**src/rtl/core/rngc_pkg.sv**
```systemverilog
// Shared constants, types and handoff structs for the nearest-group classifier.
`timescale 1ns / 1ps

package rngc_pkg;

  localparam int GROUP_COUNT    = 4;
  localparam int TAGS_PER_GROUP = 4;
  localparam int READERS        = 4;
  localparam int RSS_W          = 16;
  localparam int DEPTH          = GROUP_COUNT * TAGS_PER_GROUP;
  localparam int ADDR_W         = (DEPTH > 1) ? $clog2(DEPTH) : 1;
  localparam int TAG_IDX_W      = (TAGS_PER_GROUP > 1) ? $clog2(TAGS_PER_GROUP) : 1;
  localparam int GRP_IDX_W      = $clog2(GROUP_COUNT);
  localparam int READER_W       = $clog2(READERS);
  localparam int SQ_W           = 2 * RSS_W;
  localparam int TAG_DIST_W     = SQ_W + $clog2(READERS);
  localparam int DIST_W         = 36;
  localparam int ACC_RAW_W      = TAG_DIST_W + $clog2(TAGS_PER_GROUP);
  localparam int ACC_W          = (ACC_RAW_W > DIST_W) ? ACC_RAW_W : DIST_W;
  localparam int SUM_W          = RSS_W + $clog2(READERS);
  localparam int TENTHS_W       = 4;
  localparam int PROD_W         = SUM_W + TENTHS_W;
  localparam int TENTHS_RESET   = 4;
  localparam int DOM_SCALE      = 10;

  typedef logic [RSS_W-1:0]                 rss_t;
  typedef logic [READERS-1:0][RSS_W-1:0]    rss_arr_t;
  typedef logic [READERS-1:0][SQ_W-1:0]     sq_arr_t;
  typedef logic [ADDR_W-1:0]                addr_t;
  typedef logic [TAG_IDX_W-1:0]             tag_idx_t;
  typedef logic [GRP_IDX_W-1:0]             grp_idx_t;
  typedef logic [1:0]                       grp_out_t;
  typedef logic [READER_W-1:0]              reader_t;
  typedef logic [SQ_W-1:0]                  sq_t;
  typedef logic [TAG_DIST_W-1:0]            tag_dist_t;
  typedef logic [ACC_W-1:0]                 acc_t;
  typedef logic [DIST_W-1:0]                dist_t;
  typedef logic [SUM_W-1:0]                 sum_t;
  typedef logic [PROD_W-1:0]                prod_t;
  typedef logic [TENTHS_W-1:0]              tenths_t;

  localparam dist_t DIST_MAX = '1;

  typedef struct packed {
    logic first_tag;
    logic last_tag;
    logic last_entry;
  } tag_info_t;

  typedef struct packed {
    logic    single;
    reader_t strongest;
  } dist_ctrl_t;

endpackage

```
**src/rtl/core/rfid_nearest_group_classifier.sv**
```systemverilog
// Top level: input capture, scan sequencer and output register of the classifier.
//
//   channel | direction | fields
//   in_     | input     | mode, group_sel, tag_sel, rss_reader0..3
//   out_    | output    | group_found, strongest_reader, single_reader_used, best_distance
//   cfg_    | input     | dominance_tenths (write only)
//
// A load transfer writes the store directly.
// A classify transfer picks the strongest reader, reads the store once per reference
// entry, then runs the distance and compare pipeline.
// Reset clears the store valid bits at once; no clearing pass is needed.
// in_stall is high while a classify is in progress, and at its end while the
// previous result is still stalled in the output register.
`timescale 1ns / 1ps

module rfid_nearest_group_classifier (
  input  logic         clk,
  input  logic         rst_n,
  input  logic         cfg_we,
  input  logic [3:0]   cfg_wdata,
  input  logic         in_valid,
  output logic         in_stall,
  input  logic         in_mode,
  input  logic [1:0]   in_group_sel,
  input  logic [1:0]   in_tag_sel,
  input  logic [15:0]  in_rss_reader0,
  input  logic [15:0]  in_rss_reader1,
  input  logic [15:0]  in_rss_reader2,
  input  logic [15:0]  in_rss_reader3,
  output logic         out_valid,
  input  logic         out_stall,
  output logic [1:0]   out_group_found,
  output logic [1:0]   out_strongest_reader,
  output logic         out_single_reader_used,
  output logic [35:0]  out_best_distance
);

  typedef enum logic [1:0] {IDLE, PREP, SCAN, WAIT} state_t;

  state_t                state_r;
  rngc_pkg::tenths_t     tenths_r;
  rngc_pkg::rss_arr_t    obj_r;
  rngc_pkg::rss_arr_t    in_rss;
  rngc_pkg::dist_ctrl_t  ctrl_r;
  rngc_pkg::dist_ctrl_t  ctrl_nxt;
  rngc_pkg::addr_t       rd_cnt_r;
  rngc_pkg::tag_idx_t    tag_cnt_r;
  logic                  out_valid_r;
  rngc_pkg::grp_out_t    out_grp_r;
  rngc_pkg::reader_t     out_str_r;
  logic                  out_single_r;
  rngc_pkg::dist_t       out_dist_r;

  logic                  in_xfer;
  logic                  load_we;
  rngc_pkg::addr_t       load_addr;
  logic                  out_free;
  logic                  scan_re;
  rngc_pkg::tag_info_t   scan_info;
  logic                  ref_vld;
  rngc_pkg::rss_arr_t    ref_rss;
  rngc_pkg::tag_info_t   ref_info;
  logic                  tag_vld;
  rngc_pkg::tag_dist_t   tag_dist;
  rngc_pkg::tag_info_t   tag_info;
  logic                  sel_done;
  rngc_pkg::grp_idx_t    best_grp;
  rngc_pkg::dist_t       best_dist;

  assign in_rss   = {in_rss_reader3, in_rss_reader2, in_rss_reader1, in_rss_reader0};
  assign in_stall = (state_r != IDLE);
  assign in_xfer  = in_valid && !in_stall;
  assign load_we  = in_xfer && !in_mode
                    && (int'(in_group_sel) < rngc_pkg::GROUP_COUNT)
                    && (int'(in_tag_sel) < rngc_pkg::TAGS_PER_GROUP);
  assign load_addr = rngc_pkg::addr_t'(int'(in_group_sel) * rngc_pkg::TAGS_PER_GROUP
                                       + int'(in_tag_sel));
  assign out_free = !out_valid_r || !out_stall;

  assign scan_re              = (state_r == SCAN);
  assign scan_info.first_tag  = (tag_cnt_r == '0);
  assign scan_info.last_tag   =
    (tag_cnt_r == rngc_pkg::tag_idx_t'(rngc_pkg::TAGS_PER_GROUP - 1));
  assign scan_info.last_entry = (rd_cnt_r == rngc_pkg::addr_t'(rngc_pkg::DEPTH - 1));

  always_comb begin
    rngc_pkg::rss_t  maxv;
    rngc_pkg::sum_t  sum;
    maxv               = obj_r[0];
    sum                = '0;
    ctrl_nxt.strongest = '0;
    for (int k = 0; k < rngc_pkg::READERS; k++) begin
      if (obj_r[k] > maxv) begin
        maxv               = obj_r[k];
        ctrl_nxt.strongest = rngc_pkg::reader_t'(k);
      end
      sum = sum + rngc_pkg::sum_t'(obj_r[k]);
    end
    ctrl_nxt.single = (rngc_pkg::prod_t'(maxv) * rngc_pkg::prod_t'(rngc_pkg::DOM_SCALE))
                      > (rngc_pkg::prod_t'(tenths_r) * rngc_pkg::prod_t'(sum));
  end

  always_ff @(posedge clk) begin
    if (!rst_n) begin
      state_r     <= IDLE;
      tenths_r    <= rngc_pkg::tenths_t'(rngc_pkg::TENTHS_RESET);
      out_valid_r <= 1'b0;
      rd_cnt_r    <= '0;
      tag_cnt_r   <= '0;
    end else begin
      if (cfg_we) begin
        tenths_r <= cfg_wdata;
      end
      if (out_valid_r && !out_stall && !((state_r == WAIT) && sel_done)) begin
        out_valid_r <= 1'b0;
      end
      unique case (state_r)
        IDLE: begin
          if (in_xfer && in_mode) begin
            obj_r   <= in_rss;
            state_r <= PREP;
          end
        end
        PREP: begin
          ctrl_r    <= ctrl_nxt;
          rd_cnt_r  <= '0;
          tag_cnt_r <= '0;
          state_r   <= SCAN;
        end
        SCAN: begin
          rd_cnt_r <= rd_cnt_r + 1'b1;
          if (scan_info.last_tag) begin
            tag_cnt_r <= '0;
          end else begin
            tag_cnt_r <= tag_cnt_r + 1'b1;
          end
          if (scan_info.last_entry) begin
            state_r <= WAIT;
          end
        end
        WAIT: begin
          if (sel_done && out_free) begin
            out_valid_r  <= 1'b1;
            out_grp_r    <= rngc_pkg::grp_out_t'(best_grp);
            out_str_r    <= ctrl_r.strongest;
            out_single_r <= ctrl_r.single;
            out_dist_r   <= best_dist;
            state_r      <= IDLE;
          end
        end
        default: state_r <= IDLE;
      endcase
    end
  end

  rngc_store u_store (
    .clk       (clk),
    .rst_n     (rst_n),
    .we        (load_we),
    .waddr     (load_addr),
    .wdata     (in_rss),
    .re        (scan_re),
    .raddr     (rd_cnt_r),
    .rinfo     (scan_info),
    .rvalid    (ref_vld),
    .rdata     (ref_rss),
    .rinfo_out (ref_info)
  );

  rngc_dist u_dist (
    .clk      (clk),
    .rst_n    (rst_n),
    .ref_vld  (ref_vld),
    .ref_rss  (ref_rss),
    .ref_info (ref_info),
    .obj_rss  (obj_r),
    .ctrl     (ctrl_r),
    .tag_vld  (tag_vld),
    .tag_dist (tag_dist),
    .tag_info (tag_info)
  );

  rngc_sel u_sel (
    .clk       (clk),
    .rst_n     (rst_n),
    .start     (state_r == PREP),
    .tag_vld   (tag_vld),
    .tag_dist  (tag_dist),
    .tag_info  (tag_info),
    .done      (sel_done),
    .best_grp  (best_grp),
    .best_dist (best_dist)
  );

  assign out_valid              = out_valid_r;
  assign out_group_found        = out_grp_r;
  assign out_strongest_reader   = out_str_r;
  assign out_single_reader_used = out_single_r;
  assign out_best_distance      = out_dist_r;

endmodule

```
**src/rtl/core/rngc_store.sv**
```systemverilog
// Reference store: 64-bit entries with per-entry valid bits, registered read.
`timescale 1ns / 1ps

module rngc_store (
  input  logic                  clk,
  input  logic                  rst_n,
  input  logic                  we,
  input  rngc_pkg::addr_t       waddr,
  input  rngc_pkg::rss_arr_t    wdata,
  input  logic                  re,
  input  rngc_pkg::addr_t       raddr,
  input  rngc_pkg::tag_info_t   rinfo,
  output logic                  rvalid,
  output rngc_pkg::rss_arr_t    rdata,
  output rngc_pkg::tag_info_t   rinfo_out
);

  rngc_pkg::rss_arr_t              mem_r [rngc_pkg::DEPTH];
  logic [rngc_pkg::DEPTH-1:0]      valid_r;
  rngc_pkg::rss_arr_t              rdata_r;
  rngc_pkg::tag_info_t             rinfo_r;
  logic                            rvalid_r;

  always_ff @(posedge clk) begin
    if (we) begin
      mem_r[waddr] <= wdata;
    end
    if (re) begin
      rdata_r <= valid_r[raddr] ? mem_r[raddr] : '0;
      rinfo_r <= rinfo;
    end
  end

  always_ff @(posedge clk) begin
    if (!rst_n) begin
      valid_r  <= '0;
      rvalid_r <= 1'b0;
    end else begin
      rvalid_r <= re;
      if (we) begin
        valid_r[waddr] <= 1'b1;
      end
    end
  end

  assign rvalid    = rvalid_r;
  assign rdata     = rdata_r;
  assign rinfo_out = rinfo_r;

endmodule

```
**src/rtl/core/rngc_dist.sv**
```systemverilog
// Per-tag distance: registered squared differences, then registered lane sum.
`timescale 1ns / 1ps

module rngc_dist (
  input  logic                  clk,
  input  logic                  rst_n,
  input  logic                  ref_vld,
  input  rngc_pkg::rss_arr_t    ref_rss,
  input  rngc_pkg::tag_info_t   ref_info,
  input  rngc_pkg::rss_arr_t    obj_rss,
  input  rngc_pkg::dist_ctrl_t  ctrl,
  output logic                  tag_vld,
  output rngc_pkg::tag_dist_t   tag_dist,
  output rngc_pkg::tag_info_t   tag_info
);

  rngc_pkg::sq_arr_t    sq_nxt;
  rngc_pkg::sq_arr_t    sq_r;
  logic                 sq_vld_r;
  rngc_pkg::tag_info_t  sq_info_r;
  rngc_pkg::tag_dist_t  tag_dist_nxt;
  rngc_pkg::tag_dist_t  tag_dist_r;
  logic                 tag_vld_r;
  rngc_pkg::tag_info_t  tag_info_r;

  always_comb begin
    rngc_pkg::rss_t d;
    for (int k = 0; k < rngc_pkg::READERS; k++) begin
      d = (obj_rss[k] > ref_rss[k]) ? (obj_rss[k] - ref_rss[k]) : (ref_rss[k] - obj_rss[k]);
      if (ctrl.single && (rngc_pkg::reader_t'(k) != ctrl.strongest)) begin
        sq_nxt[k] = '0;
      end else begin
        sq_nxt[k] = rngc_pkg::sq_t'(d) * rngc_pkg::sq_t'(d);
      end
    end
  end

  always_comb begin
    tag_dist_nxt = '0;
    for (int k = 0; k < rngc_pkg::READERS; k++) begin
      tag_dist_nxt = tag_dist_nxt + rngc_pkg::tag_dist_t'(sq_r[k]);
    end
  end

  always_ff @(posedge clk) begin
    if (ref_vld) begin
      sq_r      <= sq_nxt;
      sq_info_r <= ref_info;
    end
    if (sq_vld_r) begin
      tag_dist_r <= tag_dist_nxt;
      tag_info_r <= sq_info_r;
    end
  end

  always_ff @(posedge clk) begin
    if (!rst_n) begin
      sq_vld_r  <= 1'b0;
      tag_vld_r <= 1'b0;
    end else begin
      sq_vld_r  <= ref_vld;
      tag_vld_r <= sq_vld_r;
    end
  end

  assign tag_vld  = tag_vld_r;
  assign tag_dist = tag_dist_r;
  assign tag_info = tag_info_r;

endmodule

```
**src/rtl/core/rngc_sel.sv**
```systemverilog
// Group accumulation with saturation, then running minimum over complete groups.
`timescale 1ns / 1ps

module rngc_sel (
  input  logic                  clk,
  input  logic                  rst_n,
  input  logic                  start,
  input  logic                  tag_vld,
  input  rngc_pkg::tag_dist_t   tag_dist,
  input  rngc_pkg::tag_info_t   tag_info,
  output logic                  done,
  output rngc_pkg::grp_idx_t    best_grp,
  output rngc_pkg::dist_t       best_dist
);

  rngc_pkg::acc_t      acc_r;
  rngc_pkg::acc_t      sum_nxt;
  rngc_pkg::dist_t     grp_dist_r;
  logic                grp_vld_r;
  logic                grp_last_r;
  rngc_pkg::grp_idx_t  grp_cnt_r;
  rngc_pkg::grp_idx_t  best_grp_r;
  rngc_pkg::dist_t     best_r;
  logic                done_r;

  assign sum_nxt = (tag_info.first_tag ? '0 : acc_r) + rngc_pkg::acc_t'(tag_dist);

  always_ff @(posedge clk) begin
    if (tag_vld) begin
      acc_r      <= sum_nxt;
      grp_last_r <= tag_info.last_entry;
      if (sum_nxt > rngc_pkg::acc_t'(rngc_pkg::DIST_MAX)) begin
        grp_dist_r <= rngc_pkg::DIST_MAX;
      end else begin
        grp_dist_r <= rngc_pkg::dist_t'(sum_nxt);
      end
    end
    if (grp_vld_r && ((grp_cnt_r == '0) || (grp_dist_r < best_r))) begin
      best_r     <= grp_dist_r;
      best_grp_r <= grp_cnt_r;
    end
  end

  always_ff @(posedge clk) begin
    if (!rst_n) begin
      grp_vld_r <= 1'b0;
      grp_cnt_r <= '0;
      done_r    <= 1'b0;
    end else begin
      grp_vld_r <= tag_vld && tag_info.last_tag;
      if (start) begin
        grp_cnt_r <= '0;
        done_r    <= 1'b0;
      end else if (grp_vld_r) begin
        grp_cnt_r <= grp_cnt_r + 1'b1;
        if (grp_last_r) begin
          done_r <= 1'b1;
        end
      end
    end
  end

  assign done      = done_r;
  assign best_grp  = best_grp_r;
  assign best_dist = best_r;

endmodule

```
**config.mk**
```make
export PLATFORM = sky130hd
export DESIGN_NAME = rfid_nearest_group_classifier
export DESIGN_NICKNAME = d
export VERILOG_FILES = /design/src/rtl/core/rngc_pkg.sv /design/src/rtl/core/rfid_nearest_group_classifier.sv /design/src/rtl/core/rngc_store.sv /design/src/rtl/core/rngc_dist.sv /design/src/rtl/core/rngc_sel.sv
export SDC_FILE = /design/constraint.sdc
export NUM_CORES = 2
export LEC_CHECK = 0
export BUFFER_PORTS_ARGS = -buffer_cell sky130_fd_sc_hd__buf_2
export CAP_MARGIN = 25
export CORE_ASPECT_RATIO = 1.2
export CORE_MARGIN = 5
export CORE_UTILIZATION = 40
export DETAILED_ROUTE_END_ITERATION = 7
export PLACE_DENSITY_LB_ADDON = 0.3
export SLEW_MARGIN = 10
export SYNTH_ARGS = -nofsm -noshare
export SYNTH_HDL_FRONTEND = slang
export SYNTH_SLANG_ARGS = --single-unit
```
**constraint.sdc**
```tcl
create_clock -name clk -period 23 [get_ports clk]
set_input_delay 1.15 -clock clk [delete_from_list [all_inputs] [get_ports clk]]
set_output_delay 1.15 -clock clk [all_outputs]
set_load 0.05 [all_outputs]
```
# Yosys cells after proc, flatten, opt, wreduce, memory -nomap -nowiden
# Memories as Yosys holds them, arrays and structs flattened. A register that Yosys moved wholly into a read port is not among the register bits.
# Index checks and enable logic that the tools add are counted.
[classes] n_mux=26 n_shift=0 order_cmp=13 n_mul=6 add_sub_neg=19 bitwise_logic=2 div=0 n_eq_ne=11 n_reduce_logical=35
[op_table] operator="16-bit by 16-bit multiplier with 32-bit output" n=4
[op_table] operator="16-bit subtractor" n=8
[op_table] operator="16-bit greater-than comparator" n=7
[op_table] operator="16-bit 2-to-1 mux" n=7
[op_table] operator="34-bit by 32-bit adder with 34-bit output" n=2
[op_table] operator="36-bit by 34-bit adder with 36-bit output" n=1
[op_table] operator="36-bit greater-than comparator (second input constant)" n=1
[op_table] operator="36-bit < comparator" n=1
[op_table] operator="36-bit 2-to-1 mux" n=1
[op_table] operator="32-bit by 32-bit adder with 33-bit output" n=1
[op_table] operator="20-bit by 22-bit greater-than comparator with 1-bit output" n=1
[op_table] operator="4-bit by 18-bit multiplier with 22-bit output" n=1
[op_table] operator="16-bit by 3-bit multiplier with 19-bit output (second input constant)" n=1
[op_table] operator="17-bit by 16-bit adder with 18-bit output" n=1
[op_table] operator="18-bit by 16-bit adder with 18-bit output" n=1
[op_table] operator="16-bit by 16-bit adder with 17-bit output" n=1
[op_table] operator="16-bit bitwise OR" n=1
[op_table] operator="1-bit logical AND" n=14
[op_table] operator="4-bit by 5-bit < comparator with 1-bit output (second input constant)" n=2
[op_table] operator="1-bit 2-to-1 mux" n=9
[op_table] operator="3-bit AND reduction" n=3
[op_table] operator="2-bit 2-to-1 mux" n=4
[op_table] operator="2-bit one-hot mux with 4 select lines" n=1
[op_table] operator="4-bit one-hot mux with 2 select lines" n=1
[op_table] operator="other kinds (21)" n=38
[totals] regBits=426 in_bits=78 latch_bits=0 romBits=0 memories=1 mem_bits_rw=1024 word_cells=155
[mem_list] name="u_store.mem_r" words=16 width=64 rd=1 rd_clocked_by_memory_dff=1 write_ports=1 line_no="rngc_store.sv:18" rtl="rngc_pkg::rss_arr_t mem_r [rngc_pkg::DEPTH];"

# Longest topological paths before layout
[logic_depth] word_depth=8 ltp_mapped=61 depth_no_buf=57

# Hierarchy
# From an unflattened synthesis, not the netlist that was laid out.
[hier_totals] cells_unflattened=7948 hier_area_um2=100829.2
[modules_own_cells] module="rngc_dist" cells_each=4644 n_inst=1 area_each_um2=42547.1
[modules_own_cells] module="rngc_store" cells_each=1701 n_inst=1 area_each_um2=40979.3
[modules_own_cells] module="rfid_nearest_group_classifier" cells_each=954 n_inst=1 area_each_um2=10161.0
[modules_own_cells] module="rngc_sel" cells_each=649 n_inst=1 area_each_um2=7141.8

# Least setup slack after synthesis
# Ideal clock, no wire load.
[synth_path] kind="flip-flop to flip-flop" from="register obj_r[13] (netlist name)" to="register ctrl_r[2] (netlist name) (data pin)" arrival_time_ns=9.463 path_slack_ns=13.368 stages_incl_launch_ff=56 n_path_buf=4 cell_sequence="edfxtp_1 inv_1 ha_1 a21o_1 a21o_1 a221oi_1 o221ai_1 o31ai_1 clkbuf_1 nor2_1 a21oi_1 ha_1 a21o_1 a21o_1 a21oi_1 o21ai_0 a21oi_1 o21ai_0 [... 20 more ...] fa_1 nor2b_1 o21ai_0 a21boi_0 o21ai_0 nand2b_1 a21o_1 nand2_1 a21oi_1 o41a_1 a311oi_1 xor2_1 ha_1 nand3_1 o21bai_1 a21oi_1 nand2_1 o31ai_1"
[synth_rtl] element="from (decl)" line_no="rfid_nearest_group_classifier.sv:42" rtl="rngc_pkg::rss_arr_t obj_r;"
[synth_rtl] element="from (signal assigned)" line_no="rfid_nearest_group_classifier.sv:120" rtl="obj_r <= in_rss;"
[synth_rtl] element="to (signal assigned)" line_no="rfid_nearest_group_classifier.sv:125" rtl="ctrl_r <= ctrl_nxt;"
[synth_rtl] element="to (decl)" line_no="rfid_nearest_group_classifier.sv:44" rtl="rngc_pkg::dist_ctrl_t ctrl_r;"

# Worst setup path after layout
[layout_path] from="register u_store.rdata_r, in the netlist u_store.rdata[16] (read register of u_store.mem_r)" to="register u_dist.sq_r[63] (netlist name) (data pin)"
[layout_between] elab_chain_len=3 word_cells_on_any_way=5 cone_classes="add/sub (2); mul (1); order compare (1); mux (1)"
[layout_lines] element="from (decl)" line_no="rngc_store.sv:20" rtl="rngc_pkg::rss_arr_t rdata_r;"
[layout_lines] element="16-bit subtractor / 16-bit greater-than comparator (equally long branches)" line_no="rngc_dist.sv:29" rtl="d = (obj_rss[k] > ref_rss[k]) ? (obj_rss[k] - ref_rss[k]) : (ref_rss[k] - obj_rss[k]);"
[layout_lines] element="16-bit 2-to-1 mux (*)" line_no="rngc_dist.sv:29"
[layout_lines] element="16-bit by 16-bit multiplier with 32-bit output (*)" line_no="rngc_dist.sv:33" rtl="sq_nxt[k] = rngc_pkg::sq_t'(d) * rngc_pkg::sq_t'(d);"
[layout_lines] element="to (signal assigned)" line_no="rngc_dist.sv:47" rtl="sq_r <= sq_nxt;"
[layout_lines] element="to (decl)" line_no="rngc_dist.sv:18" rtl="rngc_pkg::sq_arr_t sq_r;"
# Every way passes the cells marked *; elsewhere a longest branch is shown, timed or not.
# A chain may end at the register's enable or synchronous reset.

==> metrics.md <==
| Metric | Value |
|---|---|
| Number of gates given a new drive strength after cts | `0` |
| Vias after detailed routing | `just over 60,000` |
| Number of failing hold endpoints at the final stage | `0` |
| Setup repair after global routing missed its margin | `false` |
| Y dimension of the die | `562 um` |
| Status | `finished clean` |
| Critical-path cell with the highest stage delay | `a32oi_4` |
| Number of H-tree levels | `4` |
| Total negative slack | `0 ns` |
| Data arrival, critical path | `11.56 ns` |
| Boundary Pins | `around 120` |
| Critical path peak fanout | `25` |
| Time the final worst path needs with I/O delays and setup | `approximately 11 ns` |
| Clock transition at the registers of the reported paths | `0.06 ns` |
| Yosys warns | `0` |
| Clock tree buffer depth | `3` |
| Wire length of the first global-routing pass | `around 400,000 um` |
| Setup Crit Path Kind | `flop to flop` |
| Most common flop cell mapped by yosys | `edfxtp_1` |
| Clock latency at the later pin of the worst-skew pair | `roughly 0.84 ns` |
| Number of fillers in the final layout | `22,800` |
| Total Nets Final | `roughly 10,000` |
| Netlist cell types | `between 100 and 150` |
| Mean instance size in the synthesized netlist | `roughly 13 um2` |
| Synth-to-layout area growth | `10.4%` |
| Count of buffers from port buffering | `120` |
| Root Buffer Master | `clkbuf_16` |
| EDFF count, synth | `around 1,500` |
| Number of detailed-routing iterations run before antenna repair | `6` |
| Share of synthesized flip-flops with an asynchronous set or reset | `0` |
| Most numerous cell on the critical path | `fa_1` |
| Family of cells with the greatest summed delay on the critical path | `adder cells` |
| Final period utilization | `0.479` |
| Kind of end point of the critical path | `flop` |
| Hold_buf cts | `0` |
| Max-slew violation count | `0` |
| Worst setup SP type | `flop` |
| Post-synthesis instance area | `about 100,000 um2` |
| Number of violations reported at the end of detailed-routing iteration 0 | `about 4,300` |
| Headroom to the max-slew limit | `0.304` |
| Post-DP HPWL | `~180,000 um` |
| Final wirelength | `~260,000 um` |
| Via density per instance | `5.25` |
| Horiz. Die Dim | `roughly 470 um` |
| Number of buffers added by the clock tree synthesis step | `between 150 and 200` |
| Final GP Congestion | `0.888` |
| Total routing usage reported by global routing | `0.193` |
| Starting density of the core | `0.402` |
| Ratio of cells with drive above 1 in the final layout | `0.122` |
| Buffering stage count on the worst path with inverters included | `5` |
| CTS tree | `yes` |
| GRT Residual Overflow | `0` |
| Delay of the slowest critical-path stage | `between 0.7 and 0.8 ns` |
| Number of flip-flops and latches in the synthesized netlist | `1,510` |
| Number of remaining DRC errors | `0` |
| FMAX | `~0.091 GHz` |
| Die Outline Area | `between 200,000 and 300,000 um2` |
| Slew at the pin closest to its max-slew limit | `roughly 1.0 ns` |
| Initial antenna violation count | `33` |
| Synthesized netlist cell count | `8,014` |
| Number of global-route vias before repair | `roughly 66,000` |
| Share of synthesized area occupied by flip-flops and latches | `0.443` |
| Setup violation total in the final timing report | `0` |
| Post-detailed-route wirelength per cell | `21.8 um` |
| Worst min-delay path category | `flop to flop` |
| Number of max-cap violations | `0` |
| Number of nets still failing antenna checks after routing | `0` |
| Number of setup buffers added after CTS | `0` |
| Core outline area | `around 250,000 um2` |
| Clock tree skew after final layout | `0.0848 ns` |
| Number of sinks handled by clock tree synthesis | `1,510` |
| Count of standard-cell rows | `slightly above 200` |
| Data required time of the critical path | `23.53 ns` |
| Post-synthesis net count | `between 9,000 and 10,000` |
| Maximum number of pins on one net before global-route repair | `around 140` |
[kinds of logic (layout without fill, tap and decap cells)]
group,after synthesis,in the layout,synth area share
AO/OA/AOI/OAI,1003,1003,0.0644
XOR/XNOR,330,330,0.0290
adder cells (fa/ha/maj),1549,1549,0.247
buffers and inverters,1651,1957,0.0619
flip-flops,1510,1510,0.443
multiplexers,415,415,0.0812
other,2,15,0.0000739
AND/OR/NAND/NOR,1554,1554,0.0736
[worst register-to-register path: cells and delay by family (launching register included)]
family                   cells  cell delay, ns
XOR/XNOR                     2            0.51
AND/OR/NAND/NOR              7            1.60
buffers and inverters        5            0.47
AO/OA/AOI/OAI               11            3.13
multiplexers                 1            0.39
flip-flops                   1            0.49
adder cells (fa/ha/maj)      9            4.13
[metal layers]
| layer | global-route usage | vias to the layer above | share of wire |
|---|---|---|---|
| li1 | - | 27900 | - |
| met1 | 0.246 | 31400 | 0.41 |
| met2 | 0.342 | 1567 | 0.51 |
| met3 | 0.0277 | 386 | 0.053 |
| met4 | 0.0591 | 36 | 0.032 |
| met5 | 0 | - | 0.00089 |
[cell usage in the layout (no fill, tap or decap), types with 14 or more instances in the layout]
master	instances
a211oi_1	41
a21o_1	176
a21oi_1	305
a31oi_1	23
and2_1	42
and3_1	37
buf_2	120
buf_4	118
clkbuf_1	23
clkbuf_16	163
clkinv_1	32
clkinv_2	27
dfxtp_1	29
edfxtp_1	1474
fa_1	762
ha_1	786
inv_1	1406
mux2_2	20
mux2i_1	65
mux4_2	324
nand2_1	270
nand2b_1	102
nand3_1	53
nand4_1	44
nor2_1	588
nor2b_1	170
nor3_1	69
o211ai_1	14
o21a_1	65
o21ai_0	178
o21bai_1	45
o31ai_1	14
or2_2	93
or3_1	26
xnor2_1	211
xor2_1	108
[per-stage QoR]
stage	area [um2]	setup slack [ns]	utilization	cells	hold WS (ns)
4_1_cts	112000	11.69	0.444	11700	0.402
2_1_floorplan	102000	13.37	-	8014	0.400
3_5_place_dp	107000	11.76	0.422	11400	0.405
6_report	112000	11.97	0.444	11700	0.401
3_3_place_gp	107000	11.60	0.422	11400	0.404
5_1_grt	112000	11.13	0.444	11700	0.429
[sequential cells by signal, indices dropped and copies added (netlist names), 3 cells and up]
register,flops
u_store.valid_r,16
ctrl_r,3
u_store.rdata,64
u_dist.sq_r,124
tenths_r,4
u_sel.grp_dist_r,36
u_dist.tag_dist,34
obj_r,64
u_dist.sq_info_r,3
u_store.rinfo_out,3
u_sel.acc_r,36
out_best_distance,36
u_sel.best_dist,36
u_store.mem_r,1024
u_dist.tag_info,3
rd_cnt_r,4
[cell type report]
type / count / area (um2) / share of cell area
Multi-Input combinational cell: 4853 / 50500 / 0.451
Sequential cell: 1510 / 45000 / 0.401
Inverter: 1414 / 5310 / 0.0473
Clock buffer: 192 / 4250 / 0.0379
Tap cell: 3366 / 4210 / 0.0375
Timing Repair Buffer: 242 / 1570 / 0.0140
Clock inverter: 109 / 1240 / 0.0110
Antenna cell: 13 / 32.5 / 0.000290
[worst paths after layout]
check                                                      from                       endpoint  slack, ns  depth (start not counted)
worst min-delay path               u_dist.tag_info[0]$_DFFE_PP_     u_sel.grp_last_r$_DFFE_PP_       0.40                          0
worst max register to register  u_store.rdata[16]$_SDFFCE_PN0P_  u_dist.sq_r[63]$_SDFFCE_PP0P_      11.97                         35
worst min register to register     u_dist.tag_info[0]$_DFFE_PP_     u_sel.grp_last_r$_DFFE_PP_       0.40                          0
worst max-delay path            u_store.rdata[16]$_SDFFCE_PN0P_  u_dist.sq_r[63]$_SDFFCE_PP0P_      11.97                         35
[cell usage after synthesis (37+ instances only)]
cell type / n / area, um2
a211oi_1: 41 / 308
a21o_1: 176 / 1320
a21oi_1: 306 / 1530
and2_1: 42 / 263
and3_1: 37 / 231
buf_2: 39 / 195
clkbuf_1: 168 / 631
edfxtp_1: 1474 / 44300
fa_1: 762 / 15300
ha_1: 787 / 9850
inv_1: 1406 / 5280
mux2i_1: 68 / 681
mux4_2: 324 / 7300
nand2_1: 270 / 1010
nand2b_1: 102 / 638
nand3_1: 53 / 265
nand4_1: 44 / 275
nor2_1: 601 / 2260
nor2b_1: 170 / 1060
nor3_1: 73 / 365
o21a_1: 65 / 488
o21ai_0: 179 / 896
o21bai_1: 45 / 338
or2_2: 93 / 582
xnor2_1: 213 / 1870
xor2_1: 111 / 972
Power is left out: the tool's default activity adds up to more than one toggle a clock period on the data nets, which glitch-free logic cannot reach.
